`config.mk`:
```
export PLATFORM = sky130hd
export DESIGN_NAME = button_press_hold_detector_top
export DESIGN_NICKNAME = d
export VERILOG_FILES = /design/src/bphd_pkg.sv /design/src/button_press_hold_detector_top.sv
export SDC_FILE = /design/constraint.sdc
export NUM_CORES = 1
export LEC_CHECK = 0
export ABC_AREA = 1
export BUFFER_PORTS_ARGS = -buffer_cell sky130_fd_sc_hd__buf_2
export CORE_MARGIN = 1
export CORE_UTILIZATION = 30
export CTS_BUF_LIST = sky130_fd_sc_hd__clkbuf_8 sky130_fd_sc_hd__clkbuf_16
export DETAILED_ROUTE_END_ITERATION = 16
export GPL_TIMING_DRIVEN = 0
export PLACE_DENSITY = 0.41
export SYNTH_ARGS = -nofsm -noshare
export SYNTH_HDL_FRONTEND = slang
export SYNTH_SLANG_ARGS = --single-unit
```
`constraint.sdc`:
```
create_clock -name clk -period 4.6 [get_ports clk]
set_input_delay 0.92 -clock clk [delete_from_list [all_inputs] [get_ports clk]]
set_output_delay 0.92 -clock clk [all_outputs]
set_load 0.02 [all_outputs]
```
`src/bphd_pkg.sv`:
```
`timescale 1ns / 1ps
`default_nettype none

package bphd_pkg;

    // Widths of the word fields and the configuration registers.
    localparam int FIELD_WIDTH     = 6;
    localparam int TICK_WIDTH      = 10;
    localparam int THRESH_WIDTH    = 15;
    localparam int CFG_DATA_WIDTH  = 15;
    localparam int CFG_INDEX_WIDTH = 2;

    // Defaults for the top-level parameters.
    localparam int BUTTON_COUNT_DEFAULT = 6;
    localparam int COUNT_WIDTH_DEFAULT  = 16;

    // Configuration register indexes.
    localparam logic [CFG_INDEX_WIDTH-1:0] CFG_TICK_MS        = 2'd0;
    localparam logic [CFG_INDEX_WIDTH-1:0] CFG_PRESS_THRESHOLD = 2'd1;
    localparam logic [CFG_INDEX_WIDTH-1:0] CFG_HOLD_THRESHOLD  = 2'd2;

    // Register values after reset.
    localparam logic [TICK_WIDTH-1:0]   TICK_MS_RESET   = 10'd10;
    localparam logic [THRESH_WIDTH-1:0] PRESS_THR_RESET = 15'd50;
    localparam logic [THRESH_WIDTH-1:0] HOLD_THR_RESET  = 15'd1000;

    // Input word modes.
    localparam logic MODE_TICK  = 1'b0;
    localparam logic MODE_CLEAR = 1'b1;

endpackage

`default_nettype wire

```
`src/button_press_hold_detector_top.sv`:
```
// Button press and hold detector.
// Input channel (in_valid / in_stall) carries one word per tick: mode and
// pin_levels. A tick word compares each active-low pin with its previous level,
// times how long it stays low in steps of tick_ms, flags a hold once the low
// time reaches hold_threshold_ms, and on release of an unheld button sets a
// sticky pressed flag if the low time reached press_threshold_ms. A clear word
// zeroes every pressed flag. Each input word gives one output word (out_valid /
// out_stall) with the pressed, held and level masks after that word's update.
// The configuration port (cfg_write, cfg_index, cfg_data) writes one register
// per cycle and should only be used while no word is in flight.
// A word accepted is registered in the input stage, and its result is registered
// in the output stage once that stage is free, which raises out_valid.
// Throughput: one word per cycle unless the receiver stalls; every button is
// updated in parallel by one add and two compares between the input register
// and the result register. When the receiver stalls, the result is held, one
// further word waits in the input register, and in_stall rises once both are
// occupied. Reset clears all flags, levels and low-time counters, empties
// both stages and restores the register defaults.
`timescale 1ns / 1ps
`default_nettype none

module button_press_hold_detector_top #(
    parameter int BUTTON_COUNT = bphd_pkg::BUTTON_COUNT_DEFAULT,
    parameter int COUNT_WIDTH  = bphd_pkg::COUNT_WIDTH_DEFAULT
) (
    input  wire logic                                   clk,
    input  wire logic                                   rst_n,
    input  wire logic                                   in_valid,
    output logic                                        in_stall,
    input  wire logic                                   mode,
    input  wire logic [bphd_pkg::FIELD_WIDTH-1:0]       pin_levels,
    output logic                                        out_valid,
    input  wire logic                                   out_stall,
    output logic [bphd_pkg::FIELD_WIDTH-1:0]            pressed_mask,
    output logic [bphd_pkg::FIELD_WIDTH-1:0]            held_mask,
    output logic [bphd_pkg::FIELD_WIDTH-1:0]            level_mask,
    input  wire logic                                   cfg_write,
    input  wire logic [bphd_pkg::CFG_INDEX_WIDTH-1:0]   cfg_index,
    input  wire logic [bphd_pkg::CFG_DATA_WIDTH-1:0]    cfg_data
);

    localparam int FW     = bphd_pkg::FIELD_WIDTH;
    localparam int PAD_W  = (BUTTON_COUNT > FW) ? BUTTON_COUNT : FW;
    localparam int WIDE_W = (COUNT_WIDTH > bphd_pkg::THRESH_WIDTH)
                            ? COUNT_WIDTH : bphd_pkg::THRESH_WIDTH;
    localparam int CALC_W = WIDE_W + 1;

    // Configuration registers.
    logic [bphd_pkg::TICK_WIDTH-1:0]   tick_ms_reg;
    logic [bphd_pkg::THRESH_WIDTH-1:0] press_thr_reg;
    logic [bphd_pkg::THRESH_WIDTH-1:0] hold_thr_reg;

    // Input stage.
    logic          in_valid_reg;
    logic          mode_reg;
    logic [FW-1:0] pin_levels_reg;

    // Button state.
    logic [COUNT_WIDTH-1:0]  low_time_reg  [BUTTON_COUNT];
    logic [COUNT_WIDTH-1:0]  low_time_next [BUTTON_COUNT];
    logic [BUTTON_COUNT-1:0] last_levels_reg, last_levels_next;
    logic [BUTTON_COUNT-1:0] held_reg, held_next;
    logic [BUTTON_COUNT-1:0] pressed_reg, pressed_next;

    // Output stage.
    logic          out_valid_reg;
    logic [FW-1:0] pressed_mask_reg, pressed_mask_next;
    logic [FW-1:0] held_mask_reg, held_mask_next;
    logic [FW-1:0] level_mask_reg, level_mask_next;

    logic in_fire;
    logic out_free;
    logic stage_fire;

    // Handshake: the output register frees when empty or being taken.
    assign out_free   = !out_valid_reg || !out_stall;
    assign stage_fire = in_valid_reg && out_free;
    assign in_stall   = in_valid_reg && !out_free;
    assign in_fire    = in_valid && !in_stall;

    // Configuration writes; an index beyond the list is ignored.
    always_ff @(posedge clk or negedge rst_n)
    begin
        if (!rst_n)
        begin
            tick_ms_reg   <= bphd_pkg::TICK_MS_RESET;
            press_thr_reg <= bphd_pkg::PRESS_THR_RESET;
            hold_thr_reg  <= bphd_pkg::HOLD_THR_RESET;
        end
        else if (cfg_write)
        begin
            unique case (cfg_index)
                bphd_pkg::CFG_TICK_MS:
                    tick_ms_reg <= cfg_data[bphd_pkg::TICK_WIDTH-1:0];
                bphd_pkg::CFG_PRESS_THRESHOLD:
                    press_thr_reg <= cfg_data[bphd_pkg::THRESH_WIDTH-1:0];
                bphd_pkg::CFG_HOLD_THRESHOLD:
                    hold_thr_reg <= cfg_data[bphd_pkg::THRESH_WIDTH-1:0];
                default:
                    ;
            endcase
        end
    end

    // Per-button update of the word held in the input stage.
    always_comb
    begin
        logic [PAD_W-1:0]        levels_pad;
        logic [BUTTON_COUNT-1:0] levels;
        logic [CALC_W-1:0]       sum;
        logic [PAD_W-1:0]        pressed_pad;
        logic [PAD_W-1:0]        held_pad;
        logic [PAD_W-1:0]        last_pad;

        // Pins beyond the field width read as low.
        levels_pad       = PAD_W'(pin_levels_reg);
        levels           = levels_pad[BUTTON_COUNT-1:0];
        low_time_next    = low_time_reg;
        last_levels_next = last_levels_reg;
        held_next        = held_reg;
        pressed_next     = pressed_reg;
        sum              = '0;

        if (mode_reg == bphd_pkg::MODE_CLEAR)
        begin
            pressed_next = '0;
        end
        else
        begin
            for (int b = 0; b < BUTTON_COUNT; b++)
            begin
                sum = CALC_W'(low_time_reg[b]) + CALC_W'(tick_ms_reg);
                if (levels[b])
                begin
                    // Release: a held button only drops its hold.
                    if (!last_levels_reg[b])
                    begin
                        if (held_reg[b])
                            held_next[b] = 1'b0;
                        else if (CALC_W'(low_time_reg[b]) >= CALC_W'(press_thr_reg))
                            pressed_next[b] = 1'b1;
                    end
                end
                else if (last_levels_reg[b])
                begin
                    // Fall: start timing afresh.
                    low_time_next[b] = '0;
                end
                else if (CALC_W'(low_time_reg[b]) < CALC_W'(hold_thr_reg))
                begin
                    // Still low: count up, saturating at full scale.
                    if (sum[CALC_W-1:COUNT_WIDTH] != '0)
                        low_time_next[b] = '1;
                    else
                        low_time_next[b] = sum[COUNT_WIDTH-1:0];
                end
                else
                begin
                    held_next[b] = 1'b1;
                end
            end
            last_levels_next = levels;
        end

        // Masks cut or padded to the field width.
        pressed_pad       = PAD_W'(pressed_next);
        held_pad          = PAD_W'(held_next);
        last_pad          = PAD_W'(last_levels_next);
        pressed_mask_next = pressed_pad[FW-1:0];
        held_mask_next    = held_pad[FW-1:0];
        level_mask_next   = last_pad[FW-1:0];
    end

    // Control and button state.
    always_ff @(posedge clk or negedge rst_n)
    begin
        if (!rst_n)
        begin
            in_valid_reg    <= 1'b0;
            out_valid_reg   <= 1'b0;
            last_levels_reg <= '0;
            held_reg        <= '0;
            pressed_reg     <= '0;
            for (int b = 0; b < BUTTON_COUNT; b++)
                low_time_reg[b] <= '0;
        end
        else
        begin
            if (in_fire)
                in_valid_reg <= 1'b1;
            else if (stage_fire)
                in_valid_reg <= 1'b0;

            if (stage_fire)
                out_valid_reg <= 1'b1;
            else if (!out_stall)
                out_valid_reg <= 1'b0;

            if (stage_fire)
            begin
                last_levels_reg <= last_levels_next;
                held_reg        <= held_next;
                pressed_reg     <= pressed_next;
                low_time_reg    <= low_time_next;
            end
        end
    end

    // Payload registers.
    always_ff @(posedge clk)
    begin
        if (in_fire)
        begin
            mode_reg       <= mode;
            pin_levels_reg <= pin_levels;
        end
        if (stage_fire)
        begin
            pressed_mask_reg <= pressed_mask_next;
            held_mask_reg    <= held_mask_next;
            level_mask_reg   <= level_mask_next;
        end
    end

    assign out_valid    = out_valid_reg;
    assign pressed_mask = pressed_mask_reg;
    assign held_mask    = held_mask_reg;
    assign level_mask   = level_mask_reg;

    // A held button is always one whose last level was low.
    assert property (@(posedge clk) disable iff (!rst_n)
        (held_reg & last_levels_reg) == '0)
    else $error("held flag set on a button whose level is high");

    // A clear word leaves every pressed flag at zero in its result.
    assert property (@(posedge clk) disable iff (!rst_n)
        (stage_fire && mode_reg == bphd_pkg::MODE_CLEAR)
        |=> (out_valid && pressed_mask == '0))
    else $error("clear word did not zero the pressed mask");

    // Tick words never drop a pressed flag.
    assert property (@(posedge clk) disable iff (!rst_n)
        (stage_fire && mode_reg == bphd_pkg::MODE_TICK)
        |=> ((pressed_reg & $past(pressed_reg)) == $past(pressed_reg)))
    else $error("tick word cleared a sticky pressed flag");

    // The input side only stalls while its stage holds a word.
    assert property (@(posedge clk) disable iff (!rst_n)
        in_stall |-> in_valid_reg)
    else $error("input stalled with an empty input stage");

endmodule

`default_nettype wire
```
* Word level (Yosys, flattened, before mapping) *
Index checks and enable logic that the tools add are counted.

cells by class
  add/subtract/negate cells = 6
  $lt $le $gt $ge = 12
  eq/ne operators = 3
  mux-type cells = 73
  bitwise operators = 7
  reduce and logical (&&, ||, !) cells = 25

operators with widths
  kind                                                             count
  16-bit two-way mux                                               18
  16-bit by 10-bit adder with 17-bit output                        6
  16-bit by 15-bit greater-or-equal comparator with 1-bit output   6
  16-bit by 15-bit < comparator with 1-bit output                  6
  1-bit two-way mux                                                52
  4-bit AND reduction                                              6
  6-bit two-way mux                                                3
  2-bit nonzero test                                               7
  1-bit inverter                                                   7
  2-bit AND reduction                                              3
  1-bit zero test                                                  4
  1-bit logical AND                                                3
  2-bit by 1-bit == test with 1-bit output, second input constant  1
  2-bit == test, second input constant                             1
  2-bit zero test                                                  1
  2-bit by 1-bit != test with 1-bit output, second input constant  1
  1-bit logical OR                                                 1

storage, ports and cells
  flip-flop bits (word level) = 181
  input bits = 29
  output and inout bits = 20

* Longest topological paths before layout *
Gate-level depths: netlist of the first run.

  word-level depth = 7
  mapped depth = 15
  mapped depth without buffers = 15

* Worst setup path before layout of the first run *
OpenSTA, ideal clock, no wires.

  path type = input port to flip-flop
  start = in out_stall
  end = reg low_time_reg[44] (netlist bit)
  setup time = 0.123 ns
  arrival = 2.104 ns
  data required time = 4.477 ns
  path slack = 2.373 ns
  stages = 9
  buffers on the path = 1
  cells stage by stage = nand2_2 -> inv_2 -> nor2_8 -> nand2_4 -> nor2_1 -> nand2_2 -> buf_6 -> nand2_1 -> o21ai_2

between the ends
  cells in the longest elaborated chain, start to end = 4

RTL lines
  what                           RTL line                               source
  start, declared                button_press_hold_detector_top.sv:33   input wire logic out_stall,
  1-bit zero test                -
  1-bit logical OR               button_press_hold_detector_top.sv:76   assign out_free = !out_valid_reg || !out_stall;
  1-bit logical AND              button_press_hold_detector_top.sv:77   assign stage_fire = in_valid_reg && out_free;
  via stage_fire                 button_press_hold_detector_top.sv:73   logic stage_fire;
  4-bit AND reduction (no line)  -
  end signal, assigned           button_press_hold_detector_top.sv:204  low_time_reg <= low_time_next;
  end, declared                  button_press_hold_detector_top.sv:59   logic [COUNT_WIDTH-1:0] low_time_reg [BUTTON_COUNT];

The timed path passes the listed nets, and every way through them passes these cells.
A chain may end at the register's enable or synchronous reset.

* Worst setup path in the final report of the first run *
  start = reg tick_ms_reg[0] (netlist bit)
  end = reg low_time_reg[62] (netlist bit)

between the ends
  cells in the longest elaborated chain, start to end = 4

RTL lines
  what                                       RTL line                               source
  start, declared                            button_press_hold_detector_top.sv:49   logic [bphd_pkg::TICK_WIDTH-1:0] tick_ms_reg;
  start signal, assigned                     button_press_hold_detector_top.sv:86   tick_ms_reg <= bphd_pkg::TICK_MS_RESET;
  start signal, assigned                     button_press_hold_detector_top.sv:94   tick_ms_reg <= cfg_data[bphd_pkg::TICK_WIDTH-1:0];
  16-bit by 10-bit adder with 17-bit output  button_press_hold_detector_top.sv:132  sum = CALC_W'(low_time_reg[b]) + CALC_W'(tick_ms_reg);
  16-bit two-way mux                         button_press_hold_detector_top.sv:152  if (sum[CALC_W-1:COUNT_WIDTH] != '0)
  16-bit two-way mux                         button_press_hold_detector_top.sv:149  else if (CALC_W'(low_time_reg[b]) < CALC_W'(hold_thr_reg))
  16-bit two-way mux                         button_press_hold_detector_top.sv:144  else if (last_levels_reg[b])

Every way passes these cells. The select of a mux whose other input is x is not followed.

==> results of run 1 <==
==> Yosys cell counts, drive strengths merged (16+ instances only) <==
| cell | instances | share of area [%] |
|---|---|---|
| nand4 | 16 | 0.65 |
| a21o | 17 | 0.83 |
| nor2 | 219 | 5.4 |
| nand2 | 614 | 16 |
| edfxtp | 25 | 4.9 |
| o21ai | 169 | 6.0 |
| nand3 | 151 | 5.4 |
| xor2 | 38 | 2.2 |
| nor3 | 36 | 1.2 |
| dfrtp | 145 | 24 |
| buf | 22 | 1.4 |
| ha | 234 | 19 |
| a21oi | 124 | 4.0 |
| inv | 198 | 4.8 |
==> final cells by class <==
class,instances,area (sq um)
multi-input cells,1671,9757
plain buffers,33,250.2
clock buffers,20,478.0
inverters,199,748.2
repair buffers,49,277.8
flip-flops and latches,181,4668
clock inverters,12,112.6
well taps,672,840.8
fillers,5474,33350
==> power groups by stage <==
stage / logic, uW / registers (uW) / clock network, uW
2_1_floorplan: 2930 / 2330 / 0
3_3_place_gp: 3800 / 2570 / 0
3_5_place_dp: 3870 / 2570 / 0
4_1_cts: 3890 / 2550 / 1620
5_1_grt: 4490 / 2600 / 1670
6_report: 3860 / 2540 / 1570
==> cells by family (layout without fill, tap and decap cells) <==
kind of cell,count (synthesis),count (layout),share of synthesized area [%]
buffers and inverters,232,313,6.473
XOR/XNOR,44,44,2.499
flip-flops,181,181,30.27
adder cells (fa/ha/maj),240,240,19.76
AND/OR/NAND/NOR,1042,1042,28.50
AO/OA/AOI/OAI,345,345,12.50
==> metrics by stage <==
stage | instances | power [uW]
final | 2837 | 7963
after global routing | 2837 | 8751
after CTS | 2837 | 8046
after detailed placement | 2805 | 6440
after global placement | 2804 | 6372
after floorplan | 2084 | 5255
==> final timing paths <==
path,end,slack [ps],cells after the start
worst max-delay path,low_time_reg[62]$_DFFE_PN0P_,1900,13
worst min register to register,hold_thr_reg[11]$_DFFE_PN0P_,490,2
worst max register to register,low_time_reg[62]$_DFFE_PN0P_,1900,13
max in group asynchronous,low_time_reg[43]$_DFFE_PN0P_,3310,2
min in group clk,hold_thr_reg[11]$_DFFE_PN0P_,490,2
worst min-delay path,low_time_reg[90]$_DFFE_PN0P_,340,1
==> routing by layer <==
metal,global-route usage [%],routed length (um),up-vias
li1,-,-,7102
met1,26.18,24300,6459
met2,35.94,25380,173
met3,3.144,1335,53
met4,6.628,1301,0
met5,0,0,-
==> out/results.ini, run 1 <==
[status]
status = complete, no violations

[global_route]
antenna_found_initial = 0
grtUsageTotal_pct = 20.72
grt.overflow.total = 0
grt_max_degree = 100
grt_pass1_vias = 13690
grt_pass1_wl_mm = 80.39

[logic_synthesis]
synth_area_sq_um = 15420
ys_seq_area_share_pct = 30.27
async_reset_ff_share_pct = 86.19
ys_warn_count = 0
syn_inst = 2084
synth-seq-cells = 181
avgSynthCellArea_sq_um = 7.401
synth_edf_count = 25
synth_cell_type_count = 37
synth_flop_cell = dfrtp_1
syn_nets = 2353

[place]
io_buffers = 48
placed_cell_area_sq_um = 16540
place_ws_ps = 1809
routabilityCongestion = 0.8338
dpl.hpwl_mm = 38.09

[die]
rows = 82
die_h_um = 228.7
dieArea_sq_um = 52320
ios = 49
die_x_um = 228.7
core-area_sq_um = 50480
initial_utilization_pct = 30.55

[worst_setup_path]
start_kind = flip-flop
crit_path_frequent_cell = nand2_1
cp_slowest_cell = dfrtp_1
worstPathMaxFanout = 10
cp_slowest_stage_delay_ps = 640
worstPathCellList = ha_1 > fa_1 > nand3_1 > nand2_1 > nand2_1 > nand2_1 > nand2_1 > nand2_2 > nand2_2 > inv_2 > buf_6 > nor2_1 > o21ai_2
critPathBufInv = 2
worstPathRequired_ps = 4990
crit_family = adder cells
crit_start = tick_ms_reg[0]$_DFFE_PN0P_
end_kind = flip-flop
worst-endpoint-arrival_ps = 3090
r2r-start = tick_ms_reg[0]$_DFFE_PN0P_
critical_path_class = flip-flop to flip-flop

[sta]
layout_min_cycle_time_ps = 2699
finalClockSkew_ps = 10.72
final_hold_viol_count = 0
relSlewSlack_pct = 41.04
setup_slack_ps = 1901
setup_viol = 0
fin_tns_setup_ps = 0
tightest_slew_ps = 884.4
whs_ps = 338.8
drv_slew = 0
finalCritPeriodShare_pct = 58.67
rsz0062_at_grt = no
max_freq_mhz = 370.5

[detailed_routing]
route.detailed.drc = 0
wire_per_inst_um = 18.44
ant_nets = 0
drt_iter0_markers = 808
wl_mm = 52.31
drt-pass1-iter-count = 5
vias = 13790
vias_per_cell = 4.860

[layout]
areaGrowthSynthToFinish_pct = 11.08
antenna-diode-count = 0
fin_nets = 2421
largest_reg_flops = 96
final_common_cell = nand2_1
fin_util_pct = 33.94
final_cell_area_sq_um = 17130
most-common-layout-cells = nand2_1, ha_1, nor2_1, inv_1, dfrtp_1
drive_gt1_share_pct = 8.730

[clocking]
cts_resized = 0
cts_setup_buffers = 0
numCtsBuffers = 17
clock_sinks = 181
cts_tree = done
path_clk_slew_ps = 70
clock-root-buffer = clkbuf_16
ctsLongestPathBuffers = 2
cts_htree_levels = 4
insertion_delay_ps = 510
ctsHoldBuffers = 0

[power]
p_switching_uw = 3652
pwr-share-seq_pct = 31.9
comb_power_share_pct = 48.4
power.leakage_uw = 0.008919
internal_power_uw = 4311
p_per_area_nw_per_um2 = 464.8
switching_share_pct = 45.86
clkPwrFrac_pct = 19.7
ir_drop_v = 0.0002936

[hold_path]
min_path_type = input pin to async pin

[run]
drv_cap = 0

Note: power is estimated with default switching activity, not from simulation.
==> run 2: changes to the inputs <==
==> constraint.sdc (replaced) <==
create_clock -name clk -period 2.7 [get_ports clk]
set_input_delay 0.54 -clock clk [delete_from_list [all_inputs] [get_ports clk]]
set_output_delay 0.54 -clock clk [all_outputs]
set_load 0.02 [all_outputs]
==> out/results.ini, run 2 (synthesis results as in run 1) <==
[power]
switching_share_pct = 45.82  ; about the same
finalPower_uw = 13580  ; +71%
p_per_area_nw_per_um2 = 791.0  ; +70%
ir_drop_v = 0.0004992  ; +70%
internal_power_uw = 7356  ; +71%
clkPwrFrac_pct = 19.6  ; about the same
power.leakage_uw = 0.008913  ; about the same
pwr-share-seq_pct = 31.9  ; about the same
p_switching_uw = 6221  ; +70%
comb_power_share_pct = 48.5  ; about the same

[sta]
max_freq_mhz = 387.3  ; +4.5%
tightest_slew_ps = 865.6  ; -18.82 ps
setup_slack_ps = 117.8  ; -1784 ps
rsz0062_at_grt = no
finalCritPeriodShare_pct = 95.64  ; +37 points
layout_min_cycle_time_ps = 2582  ; -116.5 ps
final_hold_viol_count = 0  ; unchanged
setup_viol = 0  ; unchanged
drv_slew = 0  ; unchanged
relSlewSlack_pct = 42.29  ; +1.3 points
whs_ps = 208.9  ; -129.9 ps
fin_tns_setup_ps = 0  ; unchanged
finalClockSkew_ps = 10.63  ; -0.09130 ps

[die]
initial_utilization_pct = 30.55  ; unchanged
ios = 49  ; unchanged
dieArea_sq_um = 52320  ; unchanged
die_x_um = 228.7  ; unchanged
rows = 82  ; unchanged
core-area_sq_um = 50480  ; unchanged
die_h_um = 228.7  ; unchanged

[clocking]
clock_sinks = 181  ; unchanged
path_clk_slew_ps = 70  ; about the same
ctsLongestPathBuffers = 2  ; unchanged
numCtsBuffers = 17  ; unchanged
clock-root-buffer = clkbuf_16
cts_htree_levels = 4  ; unchanged
cts_tree = done
insertion_delay_ps = 500  ; about the same
cts_setup_buffers = 0  ; unchanged

[detailed_routing]
vias = 13810  ; +0.17%
vias_per_cell = 4.866  ; +0.13%
ant_nets = 0  ; unchanged
drt_iter0_markers = 773  ; -4.3%
wire_per_inst_um = 18.43  ; about the same
route.detailed.drc = 0  ; unchanged
wl_mm = 52.30  ; about the same
drt-pass1-iter-count = 7  ; +2

[global_route]
antenna_found_initial = 0  ; unchanged
grt.overflow.total = 0  ; unchanged
grtUsageTotal_pct = 20.72  ; unchanged
grt_pass1_vias = 13690  ; unchanged
grt_pass1_wl_mm = 80.39  ; unchanged
grt_max_degree = 100  ; unchanged

[layout]
final_cell_area_sq_um = 17170  ; +0.19%
fin_nets = 2422  ; +0.041%
areaGrowthSynthToFinish_pct = 11.29
antenna-diode-count = 0  ; unchanged
final_common_cell = nand2_1
largest_reg_flops = 96  ; unchanged
drive_gt1_share_pct = 9.049  ; +0.32 points
most-common-layout-cells = nand2_1, ha_1, nor2_1, inv_1, nand3_1

[worst_setup_path]
worst-endpoint-arrival_ps = 3010  ; -80 ps
end_kind = flip-flop
cp_slowest_cell = inv_1
worstPathMaxFanout = 10  ; unchanged
worstPathCellList = inv_1 > ha_1 > a21oi_1 > o21ai_0 > nor2_1 > nand2_1 > nand2_2 > nand3_2 > buf_6 > o21ai_1
critical_path_class = flip-flop to flip-flop
worstPathRequired_ps = 3130  ; -1860 ps
regToRegSetupSlack_ps = 120  ; -1780 ps
cp_slowest_stage_delay_ps = 600  ; -40 ps
start_kind = flip-flop

[status]
status = complete, no violations

[place]
routabilityCongestion = 0.8338  ; unchanged
dpl.hpwl_mm = 38.09  ; unchanged
io_buffers = 48  ; unchanged
placed_cell_area_sq_um = 16540  ; unchanged
place_ws_ps = -17.82  ; -1827 ps

[hold_path]
min_path_type = input pin to flip-flop

[run]
drv_cap = 0  ; unchanged

==> run 2: cell count changes in the layout (fill, tap and decap cells not counted), sizes merged <==
cell / previous run / this run
dlygate4sd3: 0 / 1
==> run 2: power by group through the flow <==
| stage | logic (uW) | registers [uW] | clock network (uW) |
|---|---|---|---|
| finish | 6580 | 4330 | 2670 |
| global route | 7650 | 4430 | 2840 |
| CTS | 6620 | 4340 | 2750 |
| detailed placement | 6590 | 4390 | 0 |
| global placement | 6480 | 4380 | 0 |
| floorplan | 4980 | 3970 | 0 |
==> run 2: layout make-up <==
class,instances,area [sq um]
fill,5474,33310
multi-input combinational,1671,9764
sequential,181,4683
clock buffer,20,478.0
buffer,33,250.2
timing repair buffer,50,287.8
inverter,199,748.2
tap,672,840.8
clock inverter,12,112.6
==> run 2: path summary, 6_finish.rpt <==
| path | startpoint | to | depth (start not counted) |
|---|---|---|---|
| setup / recovery | hold_thr_reg[13]$_DFFE_PN0P_ | low_time_reg[66]$_DFFE_PN0P_ | 10 |
| hold / removal | pin_levels[2] | pin_levels_reg[2]$_DFFE_PP_ | 1 |
| setup reg to reg | hold_thr_reg[13]$_DFFE_PN0P_ | low_time_reg[66]$_DFFE_PN0P_ | 10 |
| hold reg to reg | hold_thr_reg[11]$_DFFE_PN0P_ | hold_thr_reg[11]$_DFFE_PN0P_ | 2 |
| max in group asynchronous | rst_n | low_time_reg[43]$_DFFE_PN0P_ | 3 |
| min in group asynchronous | rst_n | low_time_reg[90]$_DFFE_PN0P_ | 2 |
==> run 2: routing by layer <==
layer | global-route usage, % | routed length [um]
met5 | 0 | 0
met2 | 35.94 | 25350
met4 | 6.628 | 1281
met3 | 3.144 | 1452
met1 | 26.18 | 24210
==> run 2: metrics by stage <==
step           utilization (%)  std cells
2_1_floorplan                -       2084
3_3_place_gp             32.70       2804
3_5_place_dp             32.77       2805
4_1_cts                  33.96       2838
5_1_grt                  34.01       2838
6_report                 34.01       2838
==> run 2: timing repair <==
item                                   in CTS  in global routing
setup endpoints to repair                  11                 57
resized for setup                           1                  9
endpoints found under the hold margin      22                  0
pin swaps                                   0                  0
hold buffers                                1                  0
==> run 2: worst max-delay path: cells and delay by family (launching register included) <==
| kind | cells | cell delay (ps) |
|---|---|---|
| buffers and inverters | 2 | 820 |
| and+or+nand+nor | 4 | 540 |
| DFF | 1 | 380 |
| adders and majority gates | 1 | 370 |
| AOI/OAI and AO/OA | 3 | 360 |
